--- config.mk ---
export PLATFORM = sky130hd
export DESIGN_NAME = sre_iter_unit
export DESIGN_NICKNAME = d
export VERILOG_FILES = /design/src/rtl/core/sre_pkg.sv /design/src/rtl/core/sre_iter_unit.sv
export SDC_FILE = /design/constraint.sdc
export NUM_CORES = 1
export LEC_CHECK = 0
export BUFFER_PORTS_ARGS = -buffer_cell sky130_fd_sc_hd__buf_2
export CORE_MARGIN = 3
export CORE_UTILIZATION = 43
export DETAILED_ROUTE_END_ITERATION = 10
export PLACE_DENSITY = 0.64
export SLEW_MARGIN = 0
export SYNTH_ARGS = -nofsm -noshare
export SYNTH_HDL_FRONTEND = slang
export SYNTH_SLANG_ARGS = --single-unit
export TNS_END_PERCENT = 50
--- constraint.sdc ---
create_clock -name clk_i -period 11.4 [get_ports clk_i]
set_input_delay 0.57 -clock clk_i [delete_from_list [all_inputs] [get_ports clk_i]]
set_output_delay 0.57 -clock clk_i [all_outputs]
set_load 0.01 [all_outputs]
--- src/rtl/core/sre_pkg.sv ---
// shared types, constants and helpers for the sharpe ratio engine
// no dependencies; imported by every module of the block
package sre_pkg;

  localparam int unsigned MAX_SAMPLES = 65536;
  localparam int unsigned CNT_W       = 17;
  localparam int unsigned ACC_W       = 64;
  localparam int unsigned DSR_W       = 32;
  localparam int unsigned REM_W       = 36;
  localparam int unsigned ITER_W      = 7;

  // sqrt(252) in Q16.16, rounded to nearest
  localparam logic [21:0] SQRT252_Q16 = 22'd1040352;

  localparam logic [CNT_W-1:0] CNT_LIMIT = CNT_W'(MAX_SAMPLES - 1);

  localparam logic [1:0] STATUS_OK       = 2'd0;
  localparam logic [1:0] STATUS_NO_RET   = 2'd1;
  localparam logic [1:0] STATUS_ZERO_DEV = 2'd2;

  localparam logic [ITER_W-1:0] ITERS_RET  = ITER_W'(48);
  localparam logic [ITER_W-1:0] ITERS_FULL = ITER_W'(64);
  localparam logic [ITER_W-1:0] ITERS_SQRT = ITER_W'(32);

  typedef enum logic {
    OP_DIV  = 1'b0,
    OP_SQRT = 1'b1
  } unit_op_e;

  typedef struct packed {
    logic              start;
    unit_op_e          op;
    logic [ITER_W-1:0] iters;
  } unit_req_t;

  // signed saturation of a sign and magnitude pair to 32 bits
  function automatic logic [31:0] sat32(input logic neg, input logic [ACC_W-1:0] mag);
    logic [31:0] res;
    if (neg) begin
      if (mag > ACC_W'(64'h8000_0000)) res = 32'h8000_0000;
      else res = 32'(-mag[31:0]);
    end else begin
      if (mag > ACC_W'(64'h7FFF_FFFF)) res = 32'h7FFF_FFFF;
      else res = mag[31:0];
    end
    return res;
  endfunction

endpackage

--- src/rtl/core/sre_iter_unit.sv ---
// shared iterative unit: restoring unsigned divide or digit-by-digit square root
// one quotient bit or one root bit per cycle; uses sre_pkg
module sre_iter_unit (
  input  logic                          clk_i,
  input  logic                          rst_ni,
  input  sre_pkg::unit_req_t            req_i,
  input  logic [sre_pkg::ACC_W-1:0]     opa_i,
  input  logic [sre_pkg::DSR_W-1:0]     opb_i,
  output logic                          done_o,
  output logic [sre_pkg::ACC_W-1:0]     quot_o,
  output logic [sre_pkg::DSR_W-1:0]     root_o
);
  import sre_pkg::*;

  logic              busy_q, busy_d;
  logic              done_q, done_d;
  unit_op_e          op_q, op_d;
  logic [ITER_W-1:0] cnt_q, cnt_d;
  logic [ACC_W-1:0]  acc_q, acc_d;
  logic [DSR_W-1:0]  dsr_q, dsr_d;
  logic [DSR_W-1:0]  root_q, root_d;
  logic [REM_W-1:0]  rem_q, rem_d;

  logic [REM_W-1:0]  rem_sh;
  logic [REM_W-1:0]  trial;
  logic [REM_W:0]    diff;
  logic              ge;

  // one shared subtract and compare for both operations
  always_comb begin
    if (op_q == OP_SQRT) begin
      rem_sh = {rem_q[REM_W-3:0], acc_q[ACC_W-1 -: 2]};
      trial  = REM_W'({root_q, 2'b01});
    end else begin
      rem_sh = {rem_q[REM_W-2:0], acc_q[ACC_W-1]};
      trial  = REM_W'(dsr_q);
    end
    diff = {1'b0, rem_sh} - {1'b0, trial};
    ge   = ~diff[REM_W];
  end

  always_comb begin
    busy_d = busy_q;
    done_d = 1'b0;
    op_d   = op_q;
    cnt_d  = cnt_q;
    acc_d  = acc_q;
    dsr_d  = dsr_q;
    root_d = root_q;
    rem_d  = rem_q;
    if (req_i.start) begin
      busy_d = 1'b1;
      op_d   = req_i.op;
      cnt_d  = req_i.iters;
      acc_d  = opa_i;
      dsr_d  = opb_i;
      root_d = '0;
      rem_d  = '0;
    end else if (busy_q) begin
      rem_d = ge ? diff[REM_W-1:0] : rem_sh;
      if (op_q == OP_SQRT) begin
        acc_d  = {acc_q[ACC_W-3:0], 2'b00};
        root_d = {root_q[DSR_W-2:0], ge};
      end else begin
        acc_d = {acc_q[ACC_W-2:0], ge};
      end
      cnt_d = cnt_q - ITER_W'(1);
      if (cnt_q == ITER_W'(1)) begin
        busy_d = 1'b0;
        done_d = 1'b1;
      end
    end
  end

  always_ff @(posedge clk_i or negedge rst_ni) begin
    if (!rst_ni) begin
      busy_q <= 1'b0;
      done_q <= 1'b0;
      op_q   <= OP_DIV;
      cnt_q  <= '0;
    end else begin
      busy_q <= busy_d;
      done_q <= done_d;
      op_q   <= op_d;
      cnt_q  <= cnt_d;
    end
  end

  always_ff @(posedge clk_i) begin
    acc_q  <= acc_d;
    dsr_q  <= dsr_d;
    root_q <= root_d;
    rem_q  <= rem_d;
  end

  assign done_o = done_q;
  assign quot_o = acc_q;
  assign root_o = root_q;

endmodule

==> metrics.md, run 1 <==
| Metric | Value |
|---|---|
| RSZ-0062 raised after global routing | `no` |
| Worst slew pin tran | `0.913 ns` |
| # IOs | `204` |
| Final Max Slew Viols | `0` |
| TritonCTS clock tree | `yes` |
| Layout Cells excl Fill | `1497` |
| Critical-path top delay cell | `dfrtp_4` |
| Xor/xnor share of the synthesized area | `2.98%` |
| DRT Wirelength | `24.5 mm` |
| Clk pin slew, worst setup/hold paths | `0.08 ns` |
| Register area share after synthesis | `44.8%` |
| Vias in the first global route | `8001` |
| Top-area cell type share of the netlist area | `28.9%` |
| Finish-stage setup viols | `0` |
| Die width | `158 um` |
| Critical Path, Cell by Cell | `buf_4 -> mux2_2 -> ha_1 -> nand3_1 -> nor3_1 -> nor3b_1 -> a21boi_2 -> nor3_4 -> nor2_8 -> o31ai_2 -> or4_1 -> o311ai_1` |
| P per Cell Area | `229 mW/mm^2` |
| Post-synthesis simple-gate area fraction | `13.2%` |
| Grt ovf | `0` |
| Yosys top cell by area | `edfxtp_1` |
| Async set-reset flop share out of synthesis | `5.78%` |
| Die Y | `158 um` |
| Post-DRT Antenna Nets | `0` |
| Port buffer count | `203` |
| Final Hold Vio Count | `0` |
| Adder-Cell Fraction of Synth Area | `4.71%` |
| FILL cells | `2150` |
| CTS Buffer Depth | `2` |
| Skew final | `0.0160 ns` |
| Final instance area | `0.0118 sq mm` |
| Top cells by area, synth | `edfxtp_1 29%, dfxtp_1 13%, mux2i_1 11%, nand2_1 7.1%, o21ai_0 4.7%` |
| Worst path required time | `11.74 ns` |
| Post-synth EDFFs | `96` |
| Syn nets | `1177` |
| WL/cell | `16.4 um` |
| Period utilization | `42.5%` |
| Most used DFF post-synth | `edfxtp_1` |
| 1st-iter DRT viols | `452` |
| Layout cells sized above 1 | `24.9%` |
| Mapped cell area | `0.00998 sq mm` |
| # clock sinks | `173` |
| Syn avg cell area | `9.66 sq um` |
| Final core occ | `51.9%` |
| Clk Latency, worst-skew pair | `0.44 ns` |
| Starting Density | `43.9%` |
| Root Driver | `clkbuf_16` |
| Slowest stage delay, CP | `0.92 ns` |
| Via/cell ratio | `5.40` |
| Placed cell count | `1463` |
| Largest family of logic cells by synthesized area | `compound AO/OA/AOI/OAI gates` |
| Die area | `0.0251 sq mm` |
| Fmax achieved | `0.207 GHz` |
| Final GP Congestion | `0.880` |
| Critical path fanouts, max | `53` |
| Synth Area in Compound Gates | `16.5%` |
| Drt drc | `0` |
| Cell count after synthesis | `1033` |
| Final Critical Period | `4.84 ns` |
| Initial antenna violation count | `6` |
| CTS buffer count | `17` |
| Tot Pwr | `2700 uW` |
| H-Tree Level Count | `4` |
| DP Wirelength | `17.0 mm` |
| Largest net degree at the start of global routing | `112` |
| Global Route Usage Sum | `19.8%` |
| Area Overhead vs Synth | `18.1%` |
| Min-delay worst type | `input pin to register` |
| Nets | `1342` |
| Pleak | `0.00521 uW` |
| Global-route wire length before repair | `40.1 mm` |
| Setup_tns | `0 ns` |
| Netlist cell types | `69` |
| Status | `finished, final reports clean` |
| Placed Area | `0.0112 sq mm` |
| Arr. time, crit path | `5.18 ns` |
| Delay-heaviest family, CP | `simple AND/OR/NAND/NOR gates` |
| Worst VDD drop | `147 uV` |
| Core ar. | `0.0227 sq mm` |
| Endpoint class of the critical path | `register` |
| Crit start category | `register` |
| DR pass1 iterations | `4` |
| Max-slew headroom | `39.2%` |
| Setup Crit Path Kind | `register to register` |
| Warnings, synthesis | `0` |
| FF+latch count, synth | `173` |
| Row count | `55` |
| Buffers & Inverters on Critical Path | `1` |
| # Max-Cap Violations | `0` |
| Post-synthesis mux area share | `14.6%` |
| Via count | `8081` |
## repair_timing
| action | 4_1_cts | 5_1_grt |
|---|---|---|
| endpoints found under the hold margin | 10 | 0 |
| setup buffers | 0 | 0 |
| hold buffers | 1 | 0 |
| resized for setup | 0 | 0 |
## kinds of logic (layout without fill, tap and decap cells)
family	Yosys count	in the layout
flip-flops	173	173
multiplexers	141	141
buffers and inverters	80	258
other	0	1
adder cells (fa/ha/maj)	37	37
XOR/XNOR	34	34
AND/OR/NAND/NOR	308	308
AO/OA/AOI/OAI	260	260
## cells in the final DEF, fill, tap and decap left out, types with 3 or more instances in the layout
cell	n
nor3_1	8
xnor2_1	21
a311oi_1	11
dfrtp_1	8
clkinv_8	8
nand4_1	5
or2_2	3
nor3b_1	3
buf_2	202
nand2b_1	6
a22o_1	3
xor2_1	13
inv_1	12
inv_8	3
a21o_1	18
a21oi_1	69
nor2_1	63
ha_1	36
o211ai_1	4
and3_1	4
a31oi_1	8
nand2_1	190
mux2_2	35
a211oi_1	19
buf_4	8
mux2i_1	105
o31ai_1	4
nor2b_1	5
o21ai_0	93
clkbuf_16	17
edfxtp_1	96
nand3_1	10
dfxtp_1	67
## state kept, by name, summed over array words and instances (netlist names)
name    count
busy_q      1
cnt_q       7
done_o      1
dsr_q      32
op_q        1
quot_o     64
rem_q      35
root_o     32
## through the flow
step	hold WS [ns]	setup WS, ns
final	0.300	6.56
after global routing	0.280	6.29
after CTS	0.283	6.55
after detailed placement	0.443	6.57
after global placement	0.442	6.63
after floorplan	0.274	7.40
## cell usage after synthesis (all sizes together), types with 2 or more instances
cell       n
dfrtp     10
a221o      2
mux2      36
a21oi     70
nor3b      3
xnor2     21
mux2i    105
o31ai      6
nor2      64
inv       14
buf       16
a21o      18
nor2b      5
o21a       2
a21boi     4
a22o       3
and3       5
dfxtp     67
nand3     11
ha        36
a311oi    11
o21bai     2
o211a      2
nand2    192
o21ai     95
nor3       9
or2        4
nand2b     6
xor2      13
edfxtp    96
nand4      5
a211oi    21
a31oi      9
o2111ai    2
o211ai     4
clkbuf    50
and2       2
## layer usage
| metal | part of all wire (%) | routed length [um] | GRT usage (%) | vias to the layer above |
|---|---|---|---|---|
| met5 | 0.22 | 53 | 0 | - |
| met4 | 1.3 | 311 | 5.57 | 8 |
| met3 | 7.7 | 1900 | 6.39 | 29 |
| met2 | 47 | 11500 | 32.2 | 241 |
| met1 | 44 | 10800 | 25.4 | 3736 |
| li1 | - | - | - | 4067 |
## where the power goes
| group | internal, uW | switching (uW) |
|---|---|---|
| registers | 763 | 74.1 |
| logic | 548 | 721 |
| clock network | 299 | 297 |
| total | 1610 | 1090 |
## final timing paths
check	from	endpoint	slack [ns]	cells past startpoint
min in group asynchronous	rst_ni	done_o	0.54	2
worst min-delay path	opb_i[30]	dsr_q[30]	0.30	1
worst min register to register	root_o[6]	root_o[7]	0.48	2
max in group asynchronous	rst_ni	op_q	10.65	2
worst max-delay path	op_q	rem_q[34]	6.56	12
worst max register to register	op_q	rem_q[34]	6.56	12
## worst register-to-register path, stage by stage (launching register included)
cell and delay [ns]:
dfrtp_4 0.92, buf_4 0.75, mux2_2 0.50, ha_1 0.43, nand3_1 0.17, nor3_1 0.20
nor3b_1 0.20, a21boi_2 0.28, nor3_4 0.09, nor2_8 0.47, o31ai_2 0.16, or4_1 0.49
o311ai_1 0.09
## area by class of cell
class | count | area, sq um | area share [%]
multi-input cells | 780 | 5180 | 44.0
clock buffers | 17 | 425 | 3.61
flip-flops and latches | 173 | 4480 | 38.0
diodes | 1 | 2.50 | 0.0212
clock inverters | 15 | 198 | 1.68
well taps | 285 | 357 | 3.03
inverters | 14 | 52.6 | 0.446
repair buffers | 212 | 1090 | 9.27
Power figures use the tool's default switching activity.
==> run 2, diff against run 1 <==
==> constraint.sdc (replaced) <==
create_clock -name clk_i -period 5.05 [get_ports clk_i]
set_input_delay 0.2525 -clock clk_i [delete_from_list [all_inputs] [get_ports clk_i]]
set_output_delay 0.2525 -clock clk_i [all_outputs]
set_load 0.01 [all_outputs]
==> run 2 against run 1 <==
- die area stayed put
- core utilization is 1.3 points higher
- cell count is 2.3% higher
- via count is 1.4% higher
- worst setup slack worse by 5.7 ns
- first-iteration DRC count is 20% lower
- maximum frequency is 15% higher
- clock power is 120% higher
- clock skew is 0.0058 ns higher
- non-clock buffer count is 36 higher
- critical path type unchanged
- critical endpoint is now rem_q[1]
- highest routed layer unchanged
==> metrics.md, run 2 (synthesis gave the netlist of run 1 again) <==
| Metric | Value |
|---|---|
| Final GP Congestion | `0.856 (-2.8%)` |
| Largest net degree at the start of global routing | `100 (-11%)` |
| DR pass1 iterations | `5 (+1)` |
| DRT Wirelength | `24.8 mm (+1.3%)` |
| Max-slew headroom | `39.7% (+0.52 points)` |
| Reg area | `0.00448 sq mm (unchanged)` |
| WL/cell | `16.2 um (-0.98%)` |
| Most common cell after layout, fill and taps aside | `buf_2` |
| Layout cells sized above 1 | `24.5% (-0.48 points)` |
| CTS buffer count | `17 (unchanged)` |
| TritonCTS clock tree | `yes` |
| 1st-iter DRT viols | `363 (-20%)` |
| Skew final | `0.0217 ns (+0.00579 ns)` |
| Setup Crit Path Kind | `register to register` |
| Initial antenna violation count | `3 (-3)` |
| Vias in the first global route | `8057 (+0.70%)` |
| Drt drc | `0 (unchanged)` |
| Nets | `1378 (+2.7%)` |
| Row count | `55 (unchanged)` |
| Final Critical Period | `4.21 ns (-0.634 ns)` |
| Max reg flops | `64 (unchanged)` |
| H-Tree Level Count | `4 (unchanged)` |
| Core ar. | `0.0227 sq mm (unchanged)` |
| Via/cell ratio | `5.35 (-0.95%)` |
| # clock sinks | `173 (unchanged)` |
| Period utilization | `83.3% (+41 points)` |
| Starting Density | `43.9% (unchanged)` |
| Finish-stage setup viols | `0 (unchanged)` |
| Clk pin slew, worst setup/hold paths | `0.07 ns (about the same)` |
| Final Max Slew Viols | `0 (unchanged)` |
| Fmax achieved | `0.238 GHz (+15%)` |
| Pleak | `0.00535 uW (+2.7%)` |
| Die area | `0.0251 sq mm (unchanged)` |
| Root Driver | `clkbuf_16` |
| P per Cell Area | `506 mW/mm^2 (+120%)` |
| Arr. time, crit path | `4.50 ns (-0.68 ns)` |
| # IOs | `204 (unchanged)` |
| Grt ovf | `0 (unchanged)` |
| Clk Latency, worst-skew pair | `0.44 ns (about the same)` |
| Setup_tns | `0 ns (unchanged)` |
| # Max-Cap Violations | `0 (unchanged)` |
| Ant. Diodes | `0 (-1)` |
| CTS Buffer Depth | `2 (unchanged)` |
| Tot Pwr | `6120 uW (+130%)` |
| Die Y | `158 um (unchanged)` |
| RSZ-0062 raised after global routing | `no` |
| FILL cells | `2128 (-1.0%)` |
| Worst VDD drop | `463 uV (+210%)` |
| Via count | `8191 (+1.4%)` |
| Min-delay worst type | `input pin to register` |
| Global Route Usage Sum | `20.0% (+0.20 points)` |
| Worst slew pin tran | `0.905 ns (-0.00784 ns)` |
| Most frequent cells in the layout | `202 x buf_2, 190 x nand2_1, 105 x mux2i_1, 96 x edfxtp_1, 93 x o21ai_0` |
| Post-DRT Antenna Nets | `0 (unchanged)` |
| Final Hold Vio Count | `0 (unchanged)` |
| Port buffer count | `203 (unchanged)` |
| Worst path required time | `5.34 ns (-6.40 ns)` |
| Endpoint class of the critical path | `register` |
| DP Wirelength | `17.4 mm (+2.2%)` |
| Status | `finished, final reports clean` |
| Global-route wire length before repair | `40.4 mm (+0.75%)` |
| Critical path fanouts, max | `62 (+17%)` |
| Crit start category | `register` |
| Die width | `158 um (unchanged)` |
| Multi-input logic area | `0.00518 sq mm (unchanged)` |
| Area Overhead vs Synth | `21.1%` |
## run 2: cell types whose count changed in the layout (fill, tap and decap cells not counted)
cell,before,now
buf_4,8,12
bufinv_16,0,1
clkbuf_1,0,1
clkinv_2,0,1
clkinv_8,8,0
diode_2,1,0
dlygate4sd3_1,1,33
inv_6,1,6
## run 2: final cells by class
class                   instances  area share (%)
multi-input cells             780            42.9
repair buffers                248            11.9
clock inverters                14            1.21
flip-flops and latches        173            37.1
inverters                      14           0.435
well taps                     285            2.95
clock buffers                  18            3.55
## run 2: final timing paths
kind                                 from  slack [ns]  cells after the start   endpoint
worst max-delay path                 op_q        0.84                     13   rem_q[1]
worst min-delay path             req_i[6]        0.02                      3   cnt_q[6]
worst max register to register       op_q        0.84                     13   rem_q[1]
worst min register to register  root_o[2]        0.48                      2  root_o[3]
max in group asynchronous          rst_ni        4.62                      2       op_q
min in group asynchronous          rst_ni        0.22                      2   cnt_q[5]
## run 2: layer usage
metal	vias up	share of wire (%)	global-route usage [%]
li1	4139	-	-
met2	213	47	32.4
met1	3803	45	26.0
met5	-	0.17	0
met3	30	6.4	5.95
met4	6	1.6	5.82
## run 2: through the flow
stage	hold WS, ns	instance area [sq um]	util, %	setup slack, ns	cells
floorplan	-0.0431	9980	-	1.05	1033
global placement	0.126	11200	49.2	0.957	1467
detailed placement	0.126	11200	49.2	0.881	1467
CTS	0.0147	12100	53.2	0.832	1532
global route	0.0364	12100	53.2	0.499	1532
finish	0.0235	12100	53.2	0.844	1532
## run 2: worst max-delay path, cell delays in order (launching register included)
cell and delay [ns]:
dfrtp_4 0.96, mux2i_1 0.32, ha_1 0.20, inv_1 0.06, fa_1 0.45, a211oi_2 0.32
o31ai_4 0.12, nand3_2 0.12, a21boi_2 0.09, nor3_4 0.29, or2_4 0.45, mux2_1 0.37
mux2i_1 0.14, nor2_1 0.05
## run 2: report_power, final
group          internal [uW]  switching [uW]  leakage [uW]  total, uW
Combinational           1270            1630       0.00338       2900
Sequential              1720             174       0.00168       1900
Clock                    700             621      0.000282       1320
Total                   3690            2420       0.00535       6120
## run 2: repair_timing
action	in CTS	in global routing
gates resized for setup	0	0
endpoints found under the hold margin	42	0
hold buffers	33	0
buffers inserted	0	0
==> run 3, diff against run 2 <==
==> constraint.sdc (replaced) <==
create_clock -name clk_i -period 3.9 [get_ports clk_i]
set_input_delay 0.195 -clock clk_i [delete_from_list [all_inputs] [get_ports clk_i]]
set_output_delay 0.195 -clock clk_i [all_outputs]
set_load 0.01 [all_outputs]
==> run 3 against run 2 <==
- non-clock buffer count rose by 15
- critical path type unchanged
- wire length rose by 1.4%
- combinational power rose by 36%
- flip-flop and latch count did not move
- count of clock-buffer cells in the layout did not move
- worst setup slack got worse by 0.61 ns
- final area rose by 1.5%
- worst hold slack got worse by 0.0020 ns
- first-iteration DRC count rose by 12%
- critical path depth fell by 1
- sequential share of layout area fell by 0.54 points
==> metrics.md, run 3 (synthesis gave the netlist of run 1 again) <==
| Metric | Value |
|---|---|
| Status | `finished, final reports clean` |
| # clock sinks | `173 (unchanged)` |
| Worst slew pin tran | `0.939 ns (+0.0337 ns)` |
| TritonCTS clock tree | `yes` |
| DP Wirelength | `17.7 mm (+1.9%)` |
| CP startpoint | `op_q` |
| Die area | `0.0251 sq mm (unchanged)` |
| Final Critical Period | `3.67 ns (-0.541 ns)` |
| WL/cell | `16.3 um (+0.31%)` |
| Ant. Diodes | `0 (unchanged)` |
| Port buffer count | `203 (unchanged)` |
| # Max-Cap Violations | `0 (unchanged)` |
| Endpoint class of the critical path | `register` |
| Core ar. | `0.0227 sq mm (unchanged)` |
| Starting Density | `43.9% (unchanged)` |
| Min-delay worst type | `input pin to register` |
| Reg-to-Reg Start | `op_q` |
| Period utilization | `94.0% (+11 points)` |
| # IOs | `204 (unchanged)` |
| Clk Latency, worst-skew pair | `0.44 ns (about the same)` |
| Root Driver | `clkbuf_16` |
| Die Y | `158 um (unchanged)` |
| Via count | `8288 (+1.2%)` |
| Arr. time, crit path | `3.99 ns (-0.51 ns)` |
| Layout cells sized above 1 | `24.9% (+0.48 points)` |
| RSZ-0062 raised after global routing | `no` |
| P per Cell Area | `660 mW/mm^2 (+30%)` |
| 1st-iter DRT viols | `406 (+12%)` |
| Fmax achieved | `0.273 GHz (+15%)` |
| Post-DRT Antenna Nets | `0 (unchanged)` |
| Pleak | `0.00543 uW (+1.6%)` |
| Die width | `158 um (unchanged)` |
| Skew final | `0.0166 ns (-0.00518 ns)` |
| Final GP Congestion | `0.861 (+0.55%)` |
| Max-slew headroom | `37.4% (-2.2 points)` |
| Hold slack | `0.0216 ns (-0.00196 ns)` |
| Most common cell after layout, fill and taps aside | `buf_2` |
| Setup Crit Path Kind | `register to register` |
| Global Route Usage Sum | `20.0% (+0.065 points)` |
| Initial antenna violation count | `1 (-2)` |
| H-Tree Level Count | `4 (unchanged)` |
| CTS buffer count | `17 (unchanged)` |
| CTS Buffer Depth | `2 (unchanged)` |
| Final Max Slew Viols | `0 (unchanged)` |
| Crit start category | `register` |
| Clk pin slew, worst setup/hold paths | `0.07 ns (about the same)` |
| Global-route wire length before repair | `40.5 mm (+0.19%)` |
| Final core occ | `54.0% (+0.79 points)` |
| Final Hold Vio Count | `0 (unchanged)` |
| Min-delay src | `req_i[7]` |
| Largest net degree at the start of global routing | `104 (+4.0%)` |
| Max reg flops | `64 (unchanged)` |
| Via/cell ratio | `5.35 (+0.14%)` |
| Worst path required time | `4.23 ns (-1.11 ns)` |
| Most frequent cells in the layout | `202 x buf_2, 190 x nand2_1, 105 x mux2i_1, 96 x edfxtp_1, 93 x o21ai_0` |
| Worst VDD drop | `308 uV (-34%)` |
| Vias in the first global route | `8062 (+0.062%)` |
| Nets | `1394 (+1.2%)` |
| Critical path fanouts, max | `28 (-55%)` |
| Finish-stage setup viols | `0 (unchanged)` |
| Row count | `55 (unchanged)` |
| DRT Wirelength | `25.2 mm (+1.4%)` |
| Grt ovf | `0 (unchanged)` |
| Setup_tns | `0 ns (unchanged)` |
| Area Overhead vs Synth | `22.9%` |
| DR pass1 iterations | `5 (unchanged)` |
| Drt drc | `0 (unchanged)` |
run 3: cell types whose count changed in the layout (fill, tap and decap cells not counted):
| cell | delta |
|---|---|
| clkinv_4 | -1 |
| clkinvlp_4 | +1 |
| buf_4 | +5 |
| ha_2 | +1 |
| or2_2 | +1 |
| ha_1 | -1 |
| inv_8 | +2 |
| buf_12 | +3 |
| inv_6 | -2 |
| dlygate4sd3_1 | +7 |
run 3: repair_timing:
| action | CTS | global route |
|---|---|---|
| setup buffers | 0 | 2 |
| hold buffers | 40 | 0 |
| hold endpoints to repair | 49 | 0 |
| endpoints found under the setup margin | 0 | 9 |
| resized for setup | 0 | 1 |
run 3: critical path, cell delays in order (launching register included):
cell	delay, ns
dfrtp_4	0.56
buf_12	0.24
mux2_2	0.37
ha_1	0.39
a211oi_2	0.21
nor2_1	0.10
o41ai_4	0.32
nand2_2	0.14
a41o_2	0.34
a31oi_4	0.23
o31ai_2	0.10
or4_1	0.47
o311ai_1	0.09
run 3: path summary, 6_finish.rpt:
path	slack [ns]	endpoint	cells after the start
max	0.23	rem_q[34]	12
min reg2reg	0.48	root_o[30]	2
min in group asynchronous	0.19	cnt_q[1]	2
min	0.02	op_q	2
max reg2reg	0.23	rem_q[34]	12
max in group asynchronous	3.48	op_q	2
run 3: power by group:
part / total (uW) / leakage [uW] / switching, uW / internal, uW
registers: 2440 / 0.00168 / 205 / 2230
logic: 3950 / 0.00347 / 2200 / 1750
clock network: 1710 / 0.000282 / 803 / 910
total: 8100 / 0.00543 / 3210 / 4890
run 3: layout make-up:
class,instances,area (sq um)
timing repair buffer,263,1610
multi-input combinational,781,5190
tap,285,357
sequential,173,4480
fill,2092,10400
clock buffer,18,429
inverter,14,52.6
clock inverter,14,150
run 3: per-stage QoR:
stage / total power (uW) / worst slack (ns) / std cells / area [sq um]
floorplan: 5440 / 0.0128 / 1033 / 9980
global placement: 6240 / 0.239 / 1473 / 11300
detailed placement: 6280 / 0.189 / 1473 / 11300
CTS: 8050 / 0.182 / 1545 / 12200
global route: 8670 / 0.0136 / 1548 / 12300
finish: 8100 / 0.235 / 1548 / 12300
run 3: layer usage:
metal	wire, um	global-route usage, %	vias up
met5	13	0	-
met4	189	4.67	2
met3	1580	5.35	16
met2	12000	33.9	222
met1	11400	25.8	3886
li1	-	-	4162
